==> src/design/psa_ram.sv <==
module psa_ram #(
  parameter int unsigned WIDTH = 8,
  parameter int unsigned DEPTH = 16
) (
  input  logic                     clk_i,
  input  logic                     we_i,
  input  logic [$clog2(DEPTH)-1:0] waddr_i,
  input  logic [WIDTH-1:0]         wdata_i,
  input  logic [$clog2(DEPTH)-1:0] raddr_i,
  output logic [WIDTH-1:0]         rdata_o
);

  logic [WIDTH-1:0] mem_q [DEPTH];
  logic [WIDTH-1:0] rdata_q;

  always_ff @(posedge clk_i) begin
    if (we_i) begin
      mem_q[waddr_i] <= wdata_i;
    end
    rdata_q <= mem_q[raddr_i];
  end

  assign rdata_o = rdata_q;

endmodule

==> config.mk <==
export PLATFORM = sky130hd
export DESIGN_NAME = psa_ram
export DESIGN_NICKNAME = d
export VERILOG_FILES = /design/src/design/psa_ram.sv
export SDC_FILE = /design/constraint.sdc
export NUM_CORES = 1
export LEC_CHECK = 0
export ABC_AREA = 1
export ABC_CLOCK_PERIOD_IN_PS = 1340
export CAP_MARGIN = 20
export CORE_ASPECT_RATIO = 0.75
export CORE_MARGIN = 3
export CORE_UTILIZATION = 57
export CTS_CLUSTER_DIAMETER = 60
export DETAILED_ROUTE_END_ITERATION = 7
export DONT_BUFFER_PORTS = 1
export PLACE_DENSITY = 0.77
export SLEW_MARGIN = 10
export SYNTH_ARGS = -nofsm -noshare
export SYNTH_HDL_FRONTEND = slang
export SYNTH_SLANG_ARGS = --single-unit
==> constraint.sdc <==
create_clock -name clk_i -period 1.34 [get_ports clk_i]
set_clock_uncertainty 0.15 [all_clocks]
set_input_delay 0.268 -clock clk_i [delete_from_list [all_inputs] [get_ports clk_i]]
set_output_delay 0.268 -clock clk_i [all_outputs]
set_load 0.05 [all_outputs]
==> results.toml, run 1 <==
[layout]
layout.nets = 604
nFillCells = 732
n_antenna_cell = 0
areaGrowthSynthToFinish_pct = 15.56
fin_util = 0.6818
final_common_cell = "nand2_1"
layout_common_cells = "nand2_1 (173), edfxtp_1 (128), inv_1 (100), nand3_1 (97), buf_4 (20)"
drive_above_1_share = 0.09349

[grt]
grt_use_total = 0.2556
grt_pass1_vias = 3860
grt-ovfl-total = 0
grt_start_max_net_pins = 66
grt_pass1_wl_mm = 20.77
antenna_found_initial = 0

[critical_path]
critPathCaptureType = "output pin"
critPathLaunchType = "register"
r2r_start = "mem_q[8][1]$_DFFE_PP_"
worst-path-buf-inv = 1
ff2ff_setup_slack_ps = 140
path_cells = "buf_8"
cp_max_fo = 1
critPathSlowestCell = "dfxtp_4"
slowest_delay_ps = 370
cp.required_ps = 920
crit_start = "rdata_o[5]$_DFF_P_"
worst-setup-path-type = "reg2out"
crit_family = "flip-flops"
critPathArrivalTime_ps = 930

[timing]
timing.final.ws_setup_ps = -5.889
timing.final.crit_share = 1.004
timing.final.crit_period_ps = 1346
slew_headroom = 0.4751
rsz0062_at_grt = "yes"
finalSetupViolCount = 1
tightestPinTransition_ps = 787.4
fmax_ghz = 0.7430
hold_viol = 32
drv_slew = 0
holdWs_ps = -201.7

[clock_network]
cts.reportedPaths.clkPinSlew_ps = 60
htreeDepth = 4
clockBufferDepth = 2
clock_sinks = 136
cts_inserted_buffers = 17
cts_root_buffer = "clkbuf_16"
cts_setup_buffers = 0
cts_tree = "built"
worstSkewPairLatency_ps = 420

[floorplanning]
die_h_um = 93.11
num_io_pins = 26
die_area_sq_um = 11370
core_sq_um = 9774
row_count = 31
die-width_um = 122.1
initial_core_util = 0.5900

[run_status]
violations = "hold timing, setup timing"
status = "complete, but fails checks"

[routing]
drc = 0
first_pass_iters = 5
wl_per_cell_um = 18.58
via_count = 4006
ant_nets = 0
via_per_inst = 5.480
finalWirelength_mm = 13.58
dr.first_iter.drc_count = 471

[logic_synthesis]
synthCells = 551
netlist_area_sq_um = 5767
avgSynthCellArea_sq_um = 10.47
ys_types = 12
ys_seq_elements = 136
ys_seq_area_frac = 0.6943
synth_fp_nets = 569
synth_warnings = 0

[placed_design]
pre_cts_ws_ps = 10.93
dp_hpwl_mm = 8.026
place_congestion = 0.8521
portBuffers = 0

[power_and_ir_drop]
p_leak_nw = 2.906
pwr-share-comb = 0.071
p_clk_frac = 0.417
pwr_density_cell_nw_per_um2 = 1407
ir_worst_vdd_uv = 1134
swShare = 0.2202
pwr-share-seq = 0.513
p_int_mw = 7.309
switching_power_mw = 2.064

[hold_path]
hold_class = "in2reg"
worstHoldStart = "wdata_i[6]"

[flow_run]
maxCapViolations = 0
-- state kept, by name, summed over array words and instances, names as in the netlist --
name and flops:
rdata_o 8, mem_q 128
-- per-stage QoR --
stage | TNS, ps | cells | hold WS (ps) | power (mW) | area (sq um)
6_report | -5.889 | 731 | -201.7 | 9.374 | 6664
5_1_grt | -45.04 | 731 | -219.3 | 9.653 | 6664
4_1_cts | -11.54 | 730 | -212.4 | 9.352 | 6619
3_5_place_dp | 0 | 689 | 218.2 | 5.407 | 6016
3_3_place_gp | 0 | 689 | 218.1 | 5.397 | 6016
2_1_floorplan | -1846 | 551 | 216.9 | 5.300 | 5767
-- layout make-up --
type | count | area, sq um | share of cell area
Sequential cell | 136 | 4013 | 0.6021
Multi-Input combinational cell | 289 | 1214 | 0.1821
Clock buffer | 25 | 455.4 | 0.06834
Timing Repair Buffer | 40 | 405.4 | 0.06083
Inverter | 102 | 382.9 | 0.05745
Tap cell | 132 | 165.2 | 0.02478
Clock inverter | 7 | 28.78 | 0.004318
-- per-layer routing --
| metal | track usage | up-vias | wire length [um] |
|---|---|---|---|
| met3 | 0.07860 | 41 | 1496 |
| met1 | 0.3637 | 1894 | 5696 |
| met2 | 0.3681 | 230 | 6031 |
| li1 | - | 1841 | - |
| met5 | 0 | - | 0 |
| met4 | 0.1062 | 0 | 360 |
-- kinds of logic (layout without fill, tap and decap cells) --
kind of cell           after synthesis  after routing  synth area share
buffers and inverters              126            174           0.09525
DFF                                136            136            0.6943
and+or+nand+nor                    289            289            0.2105
-- cells in the mapped netlist --
library cell / count / area, sq um
nand2_1: 173 / 649.4
edfxtp_1: 128 / 3844
inv_1: 100 / 375.4
nand3_1: 97 / 485.5
nor2_1: 17 / 63.81
buf_2: 13 / 65.06
dfxtp_1: 8 / 160.2
buf_6: 6 / 67.56
buf_4: 4 / 30.03
inv_2: 2 / 7.510
nand3b_1: 2 / 15.01
buf_1: 1 / 3.750
-- path summary, 6_finish.rpt --
path                                               to  depth (start not counted)
worst max-delay path                       rdata_o[5]                          1
worst min-delay path            mem_q[9][6]$_DFFE_PP_                          0
worst max register to register     rdata_o[1]$_DFF_P_                          6
worst min register to register     rdata_o[3]$_DFF_P_                          6
-- power groups by stage --
stage / Combinational, mW / Clock (mW) / Sequential [mW]
2_1_floorplan: 0.336 / 0 / 4.96
3_3_place_gp: 0.523 / 0 / 4.87
3_5_place_dp: 0.530 / 0 / 4.88
4_1_cts: 0.635 / 3.92 / 4.80
5_1_grt: 0.718 / 4.12 / 4.81
6_report: 0.664 / 3.90 / 4.81
-- repair_timing --
action                     CTS  global route
cloned                       0             0
hold endpoints to repair   136            33
setup endpoints to repair    5            52
hold buffers                 9             1
gates resized for setup     10            12
No activity file was read; power rests on OpenSTA's default activity.
==> run 2, diff against run 1 <==
--- a/config.mk
+++ b/config.mk
@@ -6,15 +6,15 @@
 export NUM_CORES = 1
 export LEC_CHECK = 0
 export ABC_AREA = 1
-export ABC_CLOCK_PERIOD_IN_PS = 1340
+export ABC_CLOCK_PERIOD_IN_PS = 1470
 export CAP_MARGIN = 20
 export CORE_ASPECT_RATIO = 0.75
 export CORE_MARGIN = 3
-export CORE_UTILIZATION = 57
+export CORE_UTILIZATION = 60
 export CTS_CLUSTER_DIAMETER = 60
 export DETAILED_ROUTE_END_ITERATION = 7
 export DONT_BUFFER_PORTS = 1
-export PLACE_DENSITY = 0.77
+export PLACE_DENSITY = 0.78
 export SLEW_MARGIN = 10
 export SYNTH_ARGS = -nofsm -noshare
 export SYNTH_HDL_FRONTEND = slang
==> constraint.sdc (replaced) <==
create_clock -name clk_i -period 1.47 [get_ports clk_i]
set_clock_uncertainty 0.15 [all_clocks]
set_input_delay 0.294 -clock clk_i [delete_from_list [all_inputs] [get_ports clk_i]]
set_output_delay 0.294 -clock clk_i [all_outputs]
set_load 0.05 [all_outputs]
==> run 2 against run 1 <==
Compared with the run above:
- the flow now finishes without violations
- setup slack improved by 14 ps
- sequential share of layout area about the same
- global-route usage increased by 2.1 points
- utilization up 4.3 points
- flip-flop and latch count unchanged
- combinational power is 22% lower
- sequential power down 7.7%
- count of clock-buffer cells in the layout up 4
- first-iteration DRC count down 3.4%
- non-clock buffer count is 4 lower
- register-to-register slack better by 140 ps
- routed wire length up 3.2%
- critical path type is now in2reg
- critical endpoint is now mem_q[13][5]$_DFFE_PP_
==> results.toml, run 2 (synthesis gave the netlist of run 1 again) <==
[layout]
largest-register = "mem_q"
areaGrowthSynthToFinish_pct = 15.51
final_common_cell = "nand2_1"
layout_common_cells = "nand2_1 (173), edfxtp_1 (128), inv_1 (100), nand3_1 (97), buf_4 (21)"
largest_reg_flops = 128
layout.nets = 600
drive_above_1_share = 0.09412
fin_cells = 723
fin_util = 0.7244
n_antenna_cell = 0

[placed_design]
dp.cells = 679
portBuffers = 0
dp_hpwl_mm = 8.227
place_congestion = 0.8881

[routing]
ant_nets = 0
via_count = 3985
first_pass_iters = 5
drc = 0
finalWirelength_mm = 14.02
via_per_inst = 5.512
dr.first_iter.drc_count = 455
wl_per_cell_um = 19.39

[floorplanning]
row_count = 30
initial_core_util = 0.6271
core_sq_um = 9196
die_area_sq_um = 10840
die-width_um = 119.2
die_h_um = 90.90
num_io_pins = 26

[critical_path]
worst-setup-path-type = "in2reg"
critPathArrivalTime_ps = 1400
reg2regPathDepth = 6
crit_cells = 1
worst-path-buf-inv = 1
critPathLaunchType = "primary input"
cp_max_fo = 16
cp.required_ps = 1410
critPathCaptureType = "register"
crit_family = "buffers and inverters"
critPathSlowestCell = "dlygate4sd3_1"
slowest_delay_ps = 1100
path_cells = "dlygate4sd3_1"

[timing]
finalSetupTns_ps = 0
tightestPinTransition_ps = 867.5
hold_viol = 0
slew_headroom = 0.4198
rsz0062_at_grt = "no"
timing.final.crit_share = 0.9946
finalSetupViolCount = 0
timing.final.crit_period_ps = 1462
fmax_ghz = 0.6840
drv_slew = 0
holdWs_ps = 26.84

[power_and_ir_drop]
pwr_density_cell_nw_per_um2 = 1340
p_leak_nw = 2.893
ir_worst_vdd_uv = 1109

[grt]
grt_use_total = 0.2763
antenna_found_initial = 0
grt_pass1_vias = 3809
grt_pass1_wl_mm = 21.67
grt-ovfl-total = 0
grt_start_max_net_pins = 66

[clock_network]
cts_setup_buffers = 0
cts.reportedPaths.clkPinSlew_ps = 50
worstSkewPairLatency_ps = 420
clock_sinks = 136
cts_root_buffer = "clkbuf_16"
cts_inserted_buffers = 17
htreeDepth = 4
clockBufferDepth = 2
cts_tree = "built"

[hold_path]
hold_depth = 4
hold_class = "in2reg"

[flow_run]
maxCapViolations = 0

[run_status]
status = "completed"
==> run 2: cell count changes in the layout (fill, tap and decap cells not counted) <==
cell | previous run | this run
dlymetal6s4s_1 | 4 | 2
buf_8 | 4 | 0
clkbuf_8 | 0 | 4
clkinv_1 | 5 | 0
dfxtp_4 | 1 | 0
dfxtp_2 | 4 | 6
bufinv_16 | 0 | 1
dfxtp_1 | 3 | 2
buf_12 | 2 | 3
buf_6 | 4 | 0
buf_4 | 20 | 21
dlygate4sd3_1 | 6 | 10
==> run 2: tightest hold or removal path: cells and delay by family <==
family | cells | cell delay, ps
simple gates | 4 | 260
==> run 2: metrics by stage <==
step	power (mW)	setup WS [ps]	instance area [sq um]
4_1_cts	8.912	50.57	6656
3_5_place_dp	4.911	105.3	5978
5_1_grt	9.147	9.923	6661
2_1_floorplan	4.831	75.16	5767
6_report	8.927	7.948	6661
3_3_place_gp	4.900	94.54	5978
==> run 2: what timing repair did <==
action	CTS	global route
endpoints found under the hold margin	136	0
hold buffers	12	0
setup endpoints to repair	6	18
gates resized for setup	6	2
gates cloned	0	0
==> run 2: cell type report <==
class                           count  area, sq um
Multi-Input combinational cell    289         1214
Timing Repair Buffer               36        342.8
Inverter                          102        382.9
Clock buffer                       29        510.5
Sequential cell                   136         4011
Fill cell                         648         2535
Clock inverter                      3        40.04
Tap cell                          128        160.2
==> run 2: where the power goes <==
group,switching [mW],internal (mW)
Sequential,0.101,4.34
Clock,1.46,2.50
Combinational,0.355,0.161
==> run 2: worst paths after layout <==
kind,from,end,slack [ps]
worst min register to register,mem_q[12][5]$_DFFE_PP_,rdata_o[5]$_DFF_P_,510
worst min-delay path,raddr_i[1],rdata_o[0]$_DFF_P_,30
worst max-delay path,wdata_i[5],mem_q[13][5]$_DFFE_PP_,8
worst max register to register,mem_q[3][2]$_DFFE_PP_,rdata_o[2]$_DFF_P_,280
==> run 2: layer usage <==
metal,GRT usage,share of wire,vias to the layer above
met4,0.1022,0.017,0
met1,0.4021,0.42,1870
li1,-,-,1843
met2,0.3949,0.44,246
met3,0.08453,0.12,26
met5,0,0,-
==> run 3, diff against run 2 <==
--- a/config.mk
+++ b/config.mk
@@ -8,13 +8,14 @@
 export ABC_AREA = 1
 export ABC_CLOCK_PERIOD_IN_PS = 1470
 export CAP_MARGIN = 20
-export CORE_ASPECT_RATIO = 0.75
+export CORE_ASPECT_RATIO = 1.2
 export CORE_MARGIN = 3
 export CORE_UTILIZATION = 60
 export CTS_CLUSTER_DIAMETER = 60
 export DETAILED_ROUTE_END_ITERATION = 7
 export DONT_BUFFER_PORTS = 1
 export PLACE_DENSITY = 0.78
+export SETUP_SLACK_MARGIN = 0.3
 export SLEW_MARGIN = 10
 export SYNTH_ARGS = -nofsm -noshare
 export SYNTH_HDL_FRONTEND = slang
==> run 3 against run 2 <==
Compared with the run above:
- the run now ends with hold timing left
- via count is 4.5% lower
- sequential share of layout area is 1.0 points lower
- clock power is 4% higher
- count of clock-buffer cells in the layout is 6 lower
- sequential power hardly changed
- largest power group unchanged
==> results.toml, run 3 (synthesis gave the netlist of run 1 again) <==
[run_status]
status = "complete, but fails checks"
violations = "hold timing"

[critical_path]
cp.required_ps = 1030
r2r_start = "mem_q[2][5]$_DFFE_PP_"
critPathCaptureType = "output pin"
reg2regPathDepth = 6
ff2ff_setup_slack_ps = 330
worstReg2RegEnd = "rdata_o[5]$_DFF_P_"
critPathArrivalTime_ps = 960
worst-setup-path-type = "reg2out"
critPathLaunchType = "register"
cp_max_fo = 1

[clock_network]
clock_sinks = 136
cts_setup_buffers = 0
hold_buffers = 9
cts_tree = "built"
worstSkewPairLatency_ps = 530
cts_inserted_buffers = 17
clockBufferDepth = 2
cts.reportedPaths.clkPinSlew_ps = 60
cts_root_buffer = "clkbuf_8"
htreeDepth = 4

[layout]
drive_above_1_share = 0.1719
final_common_cell = "nand2_1"
layout_common_cells = "nand2_1 (168), edfxtp_1 (128), inv_1 (99), nand3_1 (67), nand3_2 (30)"
nFillCells = 593
sequential_cell_area_sq_um = 4034
layout.nets = 581
fin_cells = 696
areaGrowthSynthToFinish_pct = 18.18
multi_input_area_sq_um = 1469
n_antenna_cell = 0
largest-register = "mem_q"
largest_reg_flops = 128

[placed_design]
dp_hpwl_mm = 7.259
place_congestion = 0.8714
portBuffers = 0
dp.cells = 655

[floorplanning]
row_count = 38
die-width_um = 95.50
die_h_um = 113.4
core_sq_um = 9224
num_io_pins = 26
initial_core_util = 0.6252
die_area_sq_um = 10830

[power_and_ir_drop]
ir_worst_vdd_uv = 1108
pwr_density_cell_nw_per_um2 = 1332
p_leak_nw = 2.935

[grt]
grt_use_total = 0.2469
grt_pass1_vias = 3680
grt_pass1_wl_mm = 19.17
antenna_found_initial = 0
grt_start_max_net_pins = 66
grt-ovfl-total = 0

[timing]
timing.final.crit_share = 0.9542
holdWs_ps = -137.7
finalSetupTns_ps = 0
finalSetupViolCount = 0
fmax_ghz = 0.7129
slew_headroom = 0.4705
drv_slew = 0
tightestPinTransition_ps = 794.3
timing.final.crit_period_ps = 1403
hold_viol = 36
rsz0062_at_grt = "yes"

[hold_path]
hold_depth = 3
hold_class = "in2reg"
worstHoldStart = "raddr_i[2]"
min_to = "rdata_o[0]$_DFF_P_"

[routing]
via_count = 3804
dr.first_iter.drc_count = 444
wl_per_cell_um = 18.17
drc = 0
via_per_inst = 5.466
first_pass_iters = 5
finalWirelength_mm = 12.65
ant_nets = 0

[flow_run]
maxCapViolations = 0
run 3: cell types whose count changed in the layout (fill, tap and decap cells not counted), sizes merged:
cell | previous run | this run
buf | 24 | 8
bufinv | 1 | 3
clkbuf | 29 | 23
clkinv | 2 | 4
clkinvlp | 0 | 2
dlygate4sd3 | 10 | 0
dlymetal6s4s | 2 | 9
run 3: metal layers:
layer,track usage,wire length (um),vias up
li1,-,-,1800
met1,0.3196,4832,1790
met2,0.3774,6390,178
met3,0.06662,1029,36
met4,0.1404,397,0
met5,0,0,-
run 3: layout make-up:
| type | count | share of cell area |
|---|---|---|
| sequential | 136 | 0.5919 |
| multi-input combinational | 289 | 0.2155 |
| clock buffer | 23 | 0.06701 |
| inverter | 102 | 0.05618 |
| timing repair buffer | 17 | 0.02901 |
| tap | 120 | 0.02203 |
| clock inverter | 9 | 0.01836 |
run 3: per-stage QoR:
stage	total power, mW	area, sq um	util	setup WS, ps
finish	9.081	6815	0.7389	67.36
CTS	9.065	6645	0.7204	46.96
detailed placement	4.895	5943	0.6443	36.74
floorplan	4.853	5874	-	152.4
global route	9.355	6815	0.7389	33.22
global placement	4.886	5943	0.6443	57.60
run 3: worst max path at each step:
stage / slack, ps / start / cells after the start / to
2_1_floorplan: 150 / waddr_i[2] / 2 / mem_q[10][0]$_DFFE_PP_
3_3_place_gp: 60 / waddr_i[3] / 2 / mem_q[6][2]$_DFFE_PP_
3_5_place_dp: 40 / waddr_i[3] / 2 / mem_q[6][2]$_DFFE_PP_
4_1_cts: 50 / rdata_o[6]$_DFF_P_ / 0 / rdata_o[6]
5_1_grt: 30 / rdata_o[6]$_DFF_P_ / 0 / rdata_o[6]
6_report: 70 / rdata_o[2]$_DFF_P_ / 0 / rdata_o[2]
run 3: report_power, final:
part	internal [mW]	total (mW)	switching (mW)
Clock	2.66	4.12	1.46
Sequential	4.35	4.46	0.116
Combinational	0.157	0.496	0.338
run 3: timing repair:
item / CTS / global route
endpoints found under the setup margin: 8 / 144
gates resized for setup: 16 / 39
endpoints found under the hold margin: 168 / 40
pin swaps: 0 / 9
